[src/sv/adcb_pkg.sv]
// Shared types and constants for the adaptive decimating capture buffer.
// Used by adcb_ctrl, adcb_datapath and the top level; no dependencies.

package adcb_pkg;

    // Saturation limits of the index and stride counters
    localparam logic [31:0] IDX_MAX          = 32'hFFFF_FFFF;
    localparam logic [31:0] STRIDE_CAP       = 32'h8000_0000;
    // Any stride at or above this would pass the cap when doubled
    localparam logic [31:0] STRIDE_DBL_LIMIT = 32'h4000_0001;

    // Initial stride is this many times the sample rate
    localparam logic [31:0] STRIDE_MULT      = 32'd5;

    // Reset values
    localparam logic [7:0]  RATE_RESET       = 8'd1;
    localparam logic [31:0] STRIDE_RESET     = 32'd5;
    localparam logic [31:0] INDEX_RESET      = 32'd1;

    // Action codes
    localparam logic ACT_OFFER = 1'b0;
    localparam logic ACT_READ  = 1'b1;

    // Commands from the controller to the datapath
    typedef struct packed {
        logic load_item;    // latch the accepted item, start the read of the store
        logic eval_commit;  // commit session restart values
        logic eval_bump;    // also advance the sample index (sample not due)
        logic cmp_read;     // compaction: read source entry
        logic cmp_write;    // compaction: write entry to destination
        logic append;       // store the speed, advance indices
        logic load_result;  // load the output registers
    } dp_cmd_t;

    // Status from the datapath to the controller
    typedef struct packed {
        logic is_read;      // latched item is a read
        logic due;          // latched offer is due for storing
        logic full;         // store is full (with session restart applied)
        logic cmp_last;     // compaction is on its last entry
    } dp_status_t;

endpackage

[src/sv/adcb_ctrl.sv]
// Controller state machine for the adaptive decimating capture buffer.
// Depends on adcb_pkg (command and status structs).

module adcb_ctrl (
    input  logic                 clk,
    input  logic                 rst_n,
    input  logic                 sample_valid,
    output logic                 sample_stall,
    output logic                 result_valid,
    input  logic                 result_stall,
    input  adcb_pkg::dp_status_t status,
    output adcb_pkg::dp_cmd_t    cmd
);
    import adcb_pkg::*;

    typedef enum logic [5:0] {
        ST_IDLE   = 6'b000001,
        ST_EVAL   = 6'b000010,
        ST_CMP_RD = 6'b000100,
        ST_CMP_WR = 6'b001000,
        ST_APPEND = 6'b010000,
        ST_FINISH = 6'b100000
    } state_t;

    state_t state_reg;
    state_t state_next;
    logic   valid_reg;
    logic   valid_next;
    logic   accept;
    logic   out_free;

    assign accept       = sample_valid && (state_reg == ST_IDLE);
    assign out_free     = !valid_reg || !result_stall;
    assign sample_stall = (state_reg != ST_IDLE);
    assign result_valid = valid_reg;

    // Next state and datapath commands
    always_comb
    begin
        state_next = state_reg;
        cmd        = '0;
        case (state_reg)
            ST_IDLE:
            begin
                if (accept)
                begin
                    cmd.load_item = 1'b1;
                    state_next    = ST_EVAL;
                end
            end
            ST_EVAL:
            begin
                if (status.is_read)
                begin
                    state_next = ST_FINISH;
                end
                else if (!status.due)
                begin
                    cmd.eval_commit = 1'b1;
                    cmd.eval_bump   = 1'b1;
                    state_next      = ST_FINISH;
                end
                else
                begin
                    cmd.eval_commit = 1'b1;
                    state_next      = status.full ? ST_CMP_RD : ST_APPEND;
                end
            end
            ST_CMP_RD:
            begin
                cmd.cmp_read = 1'b1;
                state_next   = ST_CMP_WR;
            end
            ST_CMP_WR:
            begin
                cmd.cmp_write = 1'b1;
                state_next    = status.cmp_last ? ST_APPEND : ST_CMP_RD;
            end
            ST_APPEND:
            begin
                cmd.append = 1'b1;
                state_next = ST_FINISH;
            end
            ST_FINISH:
            begin
                if (out_free)
                begin
                    cmd.load_result = 1'b1;
                    state_next      = ST_IDLE;
                end
            end
            default:
            begin
                state_next = ST_IDLE;
            end
        endcase
    end

    // Output valid flag
    always_comb
    begin
        valid_next = valid_reg;
        if (cmd.load_result)
        begin
            valid_next = 1'b1;
        end
        else if (valid_reg && !result_stall)
        begin
            valid_next = 1'b0;
        end
    end

    always_ff @(posedge clk or negedge rst_n)
    begin
        if (!rst_n)
        begin
            state_reg <= ST_IDLE;
            valid_reg <= 1'b0;
        end
        else
        begin
            state_reg <= state_next;
            valid_reg <= valid_next;
        end
    end

`ifndef SYNTHESIS
    a_accept_to_eval: assert property (@(posedge clk) disable iff (!rst_n)
        (sample_valid && !sample_stall) |=> (state_reg == ST_EVAL))
        else $error("accepted item did not move to evaluation");

    a_cmp_end_appends: assert property (@(posedge clk) disable iff (!rst_n)
        (state_reg == ST_CMP_WR && status.cmp_last) |=> (state_reg == ST_APPEND))
        else $error("compaction end did not lead to append");

    a_finish_waits: assert property (@(posedge clk) disable iff (!rst_n)
        (state_reg == ST_FINISH && valid_reg && result_stall) |=> (state_reg == ST_FINISH))
        else $error("result overwritten while output stalled");
`endif

endmodule

[config.mk]
export PLATFORM = sky130hd
export DESIGN_NAME = adcb_ctrl
export DESIGN_NICKNAME = d
export VERILOG_FILES = /design/src/sv/adcb_pkg.sv /design/src/sv/adcb_ctrl.sv
export SDC_FILE = /design/constraint.sdc
export NUM_CORES = 1
export LEC_CHECK = 0
export ABC_AREA = 1
export BUFFER_PORTS_ARGS = -buffer_cell sky130_fd_sc_hd__buf_2
export CORE_AREA = 3 3 40 42
export DETAILED_ROUTE_END_ITERATION = 7
export DIE_AREA = 0 0 43 45
export SYNTH_ARGS = -nofsm -noshare
export SYNTH_HDL_FRONTEND = slang
export SYNTH_SLANG_ARGS = --single-unit
[constraint.sdc]
create_clock -name clk -period 1.35 [get_ports clk]
set_clock_uncertainty 0.2 [all_clocks]
set_input_delay 0.135 -clock clk [delete_from_list [all_inputs] [get_ports clk]]
set_output_delay 0.135 -clock clk [all_outputs]
set_load 0.03 [all_outputs]
==> results of run 1 <==
[power groups by stage]
stage / Clock, mW / Combinational (mW) / Sequential (mW)
floorplan: 0 / 0.406 / 0.320
global placement: 0 / 0.591 / 0.303
detailed placement: 0 / 0.601 / 0.304
CTS: 0.195 / 0.697 / 0.301
global route: 0.212 / 0.867 / 0.316
finish: 0.192 / 0.794 / 0.312
[per-layer routing]
metal	track usage	vias up
met5	0	-
met1	0.156	241
met3	0.0319	5
li1	-	259
met4	0.108	0
met2	0.251	13
[logic make-up after synthesis]
family	synth area share
simple gates	0.407
buf+inv	0.159
compound gates	0.0418
flops	0.393
[Yosys cell counts]
master and number:
buf_4 2, dfrtp_1 6, dfstp_2 1, inv_1 15, nand2_1 13, nand3_1 2
nand3_2 4, nand4_1 1, nor2_1 13, nor2_2 2, nor2_4 1, nor3_1 1
o211ai_1 1, o21ai_1 1, o22ai_1 1
[per-stage QoR]
| step | setup WS [ns] | utilization | TNS (ns) |
|---|---|---|---|
| after CTS | -0.295 | 0.599 | -2.15 |
| after global routing | -0.358 | 0.665 | -2.99 |
| after global placement | -0.0526 | 0.482 | -0.151 |
| after detailed placement | -0.0698 | 0.482 | -0.256 |
| after floorplan | -0.0821 | - | -0.164 |
| final | -0.292 | 0.665 | -2.09 |
[worst min-delay path, stage by stage]
cell	delay (ns)
buf_2	0.07
nand2_1	0.05
nand2_1	0.07
[cell type report]
class	count	area, um2	area share
Multi-Input combinational cell	40	290	0.340
Timing Repair Buffer	33	283	0.331
Sequential cell	7	178	0.208
Inverter	15	58.8	0.0688
Clock buffer	4	26.3	0.0307
Tap cell	15	18.8	0.0220
[worst max-delay path by stage]
stage                      start     end
floorplan           state_reg[0]  cmd[6]
global placement    state_reg[0]  cmd[6]
global route        state_reg[5]  cmd[6]
detailed placement  state_reg[0]  cmd[6]
CTS                 state_reg[1]  cmd[4]
finish              state_reg[0]  cmd[6]
[timing repair]
action / 4_1_cts / 5_1_grt
hold endpoints to repair: 11 / 1
gates resized for setup: 16 / 25
setup endpoints to repair: 10 / 13
setup buffers: 4 / 5
pin swaps: 5 / 5
==> flow_metrics.tcl, run 1 <==
set metrics [dict create \
    status "complete, but fails checks" \
    failed_checks "hold timing, setup timing" \
    synth.cell_area_um2 449 \
    layout.nets 108 \
    share_seq_of_total_power 0.241 \
    cp.required_ns 1.01 \
    fmaxAchievable_mhz 609 \
    fp-row-count 13 \
    syn_area_per_cell_um2 7.02 \
    io_buffers 16 \
    fin_crit_ns 1.64 \
    clk_pin_slew_ns 0.05 \
    cp_cell_sequence "inv_4 > nor2_4 > nand3_4 > nor2_4 > buf_6" \
    r2r_end "state_reg[0]" \
    hold_buffers 4 \
    cp_common_cell "nor2_4" \
    layout_commonest_cell "buf_6" \
    cts_made_buffers 3 \
    htree_levels 1 \
    path_delay_family "flip-flops" \
    ff2ff_setup_slack_ns -0.11 \
    p_per_area_nw_per_um2 1520 \
    rsz0062_at_grt "true" \
    cts_buffer_depth 2 \
    die_w_um 43 \
    p_total_mw 1.30 \
    hold_path_depth 3 \
    grt_pass1_wl_um 2040 \
    relSlewSlack 0.844 \
    cts_num_sinks 7 \
    ys_types 15 \
    design_area_um2 855 \
    die_h_um 45 \
    ioPinCount 17 \
    period_share 1.22 \
    min_to "result_valid" \
    worstReg2RegStart "state_reg[0]" \
    drive_gt1_frac 0.606 \
    grt_max_degree 8 \
    antennaDiodeCount 0 \
    layout_common_cells "buf_6 (12), inv_1 (9), buf_4 (9)" \
    slew_viol_final 0 \
    min_from "result_stall" \
    ys_seq_area_frac 0.393 \
    dpl_cell_area_um2 619 \
    fill_cells 98 \
    wl_met3_um 59 \
    viasPerCell 4.54 \
    grt_pass1_vias 523 \
    critPathMaxStageDelay_ns 0.57 \
    insertion_delay_ns 0.25 \
    via_count 518 \
    stdcell_count 114 \
    worst_slack_ns -0.292 \
    drc 0 \
    synth_area_leaders "dfrtp_1 (33%), inv_1 (13%), nand2_1 (11%)" \
    postRouteAntennaNets 0 \
    worst_slew_pin_slew_ns 0.234 \
    met2_wirelength_um 620 \
    cp_max_fo 3 \
    grtUsageTotal 0.145 \
    synth_top_area_frac 0.334 \
    slowest_stage "dfstp_2" \
    power_leakage_nw 0.470 \
    gp_congestion 0.739 \
    worstHoldPathType "input port to flip-flop" \
    syn_inst 64 \
    worstSetupPathType "flip-flop to output pin" \
    cp_num_cells 5 \
    hold_slack_ns -0.0884 \
    core_region_area_um2 1280 \
    worst-path-buf-inv 2 \
    antenna_found_initial 0 \
    ir_drop_v 0.000584 \
    largest_reg_flops 6 \
    die_area_um2 1940 \
    ys_ff_latch 7 \
    p_clk_frac 0.148 \
    areaGrowthSynthToFinish_pct 90.3 \
    dp.cells 99 \
    initial_core_util 0.350 \
    syn_nets 72 \
    drt-total-wl_um 1200 \
    yosysWarnings 0 \
    combinationalPowerShare 0.612 \
    place_hpwl_um 831 \
    cts-root-buf "clkbuf_4" \
    hold_viol 1 \
    maxCapViolations 0 \
    swShare 0.439 \
    internal-power_mw 0.728 \
    p_sw_mw 0.569 \
    cts_tree "yes" \
    drt_iter0_markers 5 \
    yosysTopAreaCell "dfrtp_1" \
    avgRoutedWirePerCell_um 10.5 \
    met1_length_um 481 \
    dr.max_layer_used "met4" \
    critPathCaptureType "output pin" \
    critPathLaunchType "flip-flop" \
    critPathArrivalTime_ns 1.31 \
    dr.pass1.iters 3 \
    setup_viol 11 \
    r2r_cells 10 \
    overflow 0 \
]
Power figures use the tool's default switching activity.
==> run 2, diff against run 1 <==
Settings changed: SETUP_SLACK_MARGIN set to 0.3.
==> run 2 against run 1 <==
Net effect:
- the flow still finishes with violations (hold timing, setup timing)
- cell count up 3.5%
- first-iteration DRC count unchanged
- combinational power is 15% higher
- critical path depth increased by 1
- critical path type unchanged
- highest routed layer unchanged
==> flow_metrics.tcl, run 2 (same netlist as run 1, synthesis figures left out) <==
set metrics [dict create \
    die_w_um 43 \
    drt-total-wl_um 1400 \
    cp.required_ns 1.01 \
    ioPinCount 17 \
    largest_reg_flops 6 \
    grt_pass1_wl_um 2240 \
    cp_num_cells 6 \
    power_leakage_nw 0.493 \
    fin_util 0.714 \
    critPathLaunchType "flip-flop" \
    r2r_end "state_reg[0]" \
    die_area_um2 1940 \
    p_sw_mw 0.598 \
    ff2ff_setup_slack_ns -0.27 \
    rsz0062_at_grt "true" \
    fp-row-count 13 \
    fin_crit_ns 1.68 \
    slew_viol_final 0 \
    design_area_um2 917 \
    path_delay_family "flip-flops" \
    cp-endpoint "cmd[0]" \
    hold_buffers 4 \
    period_share 1.24 \
    layout.nets 112 \
    swShare 0.422 \
    hold_viol 1 \
    avgRoutedWirePerCell_um 11.9 \
    r2r_cells 10 \
    ir_drop_v 0.000945 \
    hold_slack_ns -0.0745 \
    maxCapViolations 0 \
    gp_congestion 0.743 \
    failed_checks "hold timing, setup timing" \
    worstHoldPathType "input port to flip-flop" \
    io_buffers 16 \
    cts_tree "yes" \
    slowest_stage "dfrtp_2" \
    fmaxAchievable_mhz 597 \
    share_seq_of_total_power 0.220 \
    place_worst_setup_slack_ns -0.0683 \
    crit_start "state_reg[2]" \
    cp_common_cell "nand2_2" \
    drive_gt1_frac 0.631 \
    drt_iter0_markers 5 \
    grt_pass1_vias 532 \
    grtUsageTotal 0.158 \
    cp_max_fo 3 \
    setup_viol 12 \
    relSlewSlack 0.796 \
    p_total_mw 1.42 \
    p_per_area_nw_per_um2 1540 \
    initial_core_util 0.350 \
    cts_num_sinks 7 \
    worst_slack_ns -0.326 \
    worstSetupPathType "flip-flop to output pin" \
    antenna_found_initial 0 \
    worst-path-buf-inv 2 \
    cts_buffer_depth 2 \
    worst_slew_pin_slew_ns 0.305 \
    critPathArrivalTime_ns 1.34 \
    status "complete, but fails checks" \
    core_region_area_um2 1280 \
    clk_pin_slew_ns 0.05 \
    grt_max_degree 8 \
    cts-root-buf "clkbuf_4" \
    worstReg2RegStart "state_reg[4]" \
    dpl_cell_area_um2 629 \
    die_h_um 45 \
    antennaDiodeCount 0 \
    overflow 0 \
    via_count 550 \
    areaGrowthSynthToFinish_pct 104 \
    cp_cell_sequence "inv_2 > nand2_2 > nor2_4 > nand2_2 > nor2_1 > buf_4" \
    cts_made_buffers 3 \
    critPathMaxStageDelay_ns 0.44 \
    viasPerCell 4.66 \
    combinationalPowerShare 0.644 \
    insertion_delay_ns 0.25 \
    layout_commonest_cell "buf_6" \
    dr.pass1.iters 4 \
    htree_levels 1 \
    postRouteAntennaNets 0 \
    place_hpwl_um 834 \
    drc 0 \
    layout_common_cells "buf_6 (18), inv_1 (9), nor2_1 (8), nand2_1 (8), buf_4 (8)" \
    internal-power_mw 0.818 \
    critPathCaptureType "output pin" \
    p_clk_frac 0.136 \
]
[run 2: what timing repair did]
action / CTS / global route
setup buffers: 7 / 3
setup endpoints to repair: 16 / 16
gates resized for setup: 32 / 14
gates cloned: 0 / 0
pin swaps: 9 / 3
hold endpoints to repair: 11 / 1
[run 2: metrics by stage]
step                setup TNS, ns  hold WS, ns  std cells
detailed placement         -0.305       -0.226        100
global placement           -0.215       -0.228        100
CTS                         -2.40      -0.0746        115
global route                -3.62      -0.0412        118
finish                      -2.77      -0.0745        118
floorplan                  -0.164       -0.361         64
[run 2: tightest hold or removal path, cell delays in order]
cell and delay (ns):
buf_2 0.07, nand2_1 0.06, nand2_2 0.07
[run 2: power groups by stage]
stage                     combinational (mW)  sequential (mW)  clock [mW]
after floorplan                        0.404            0.320           0
after global placement                 0.602            0.303           0
after detailed placement               0.608            0.305           0
after CTS                              0.819            0.304       0.197
after global routing                   0.986            0.315       0.217
final                                  0.911            0.312       0.192
[run 2: metal layers]
metal  vias up  track usage  wire (um)
met5         -            0          0
met4         0       0.0904         36
met3         6       0.0239         39
met2        14        0.281        769
met1       259        0.181        556
li1        271            -          -
[run 2: layout make-up]
class                           count  area, um2
Sequential cell                     7        179
Inverter                           15       58.8
Multi-Input combinational cell     40        297
Clock buffer                        4       26.3
Timing Repair Buffer               37        338
Tap cell                           15       18.8
Fill cell                          91        368
[run 2: worst min-delay path by stage]
| stage | to | cells past startpoint | startpoint |
|---|---|---|---|
| final | result_valid | 3 | result_stall |
| after global routing | result_valid | 3 | result_stall |
| after CTS | result_valid | 3 | result_stall |
| after detailed placement | state_reg[4] | 1 | rst_n |
| after global placement | state_reg[4] | 1 | rst_n |
| after floorplan | result_valid | 0 | rst_n |
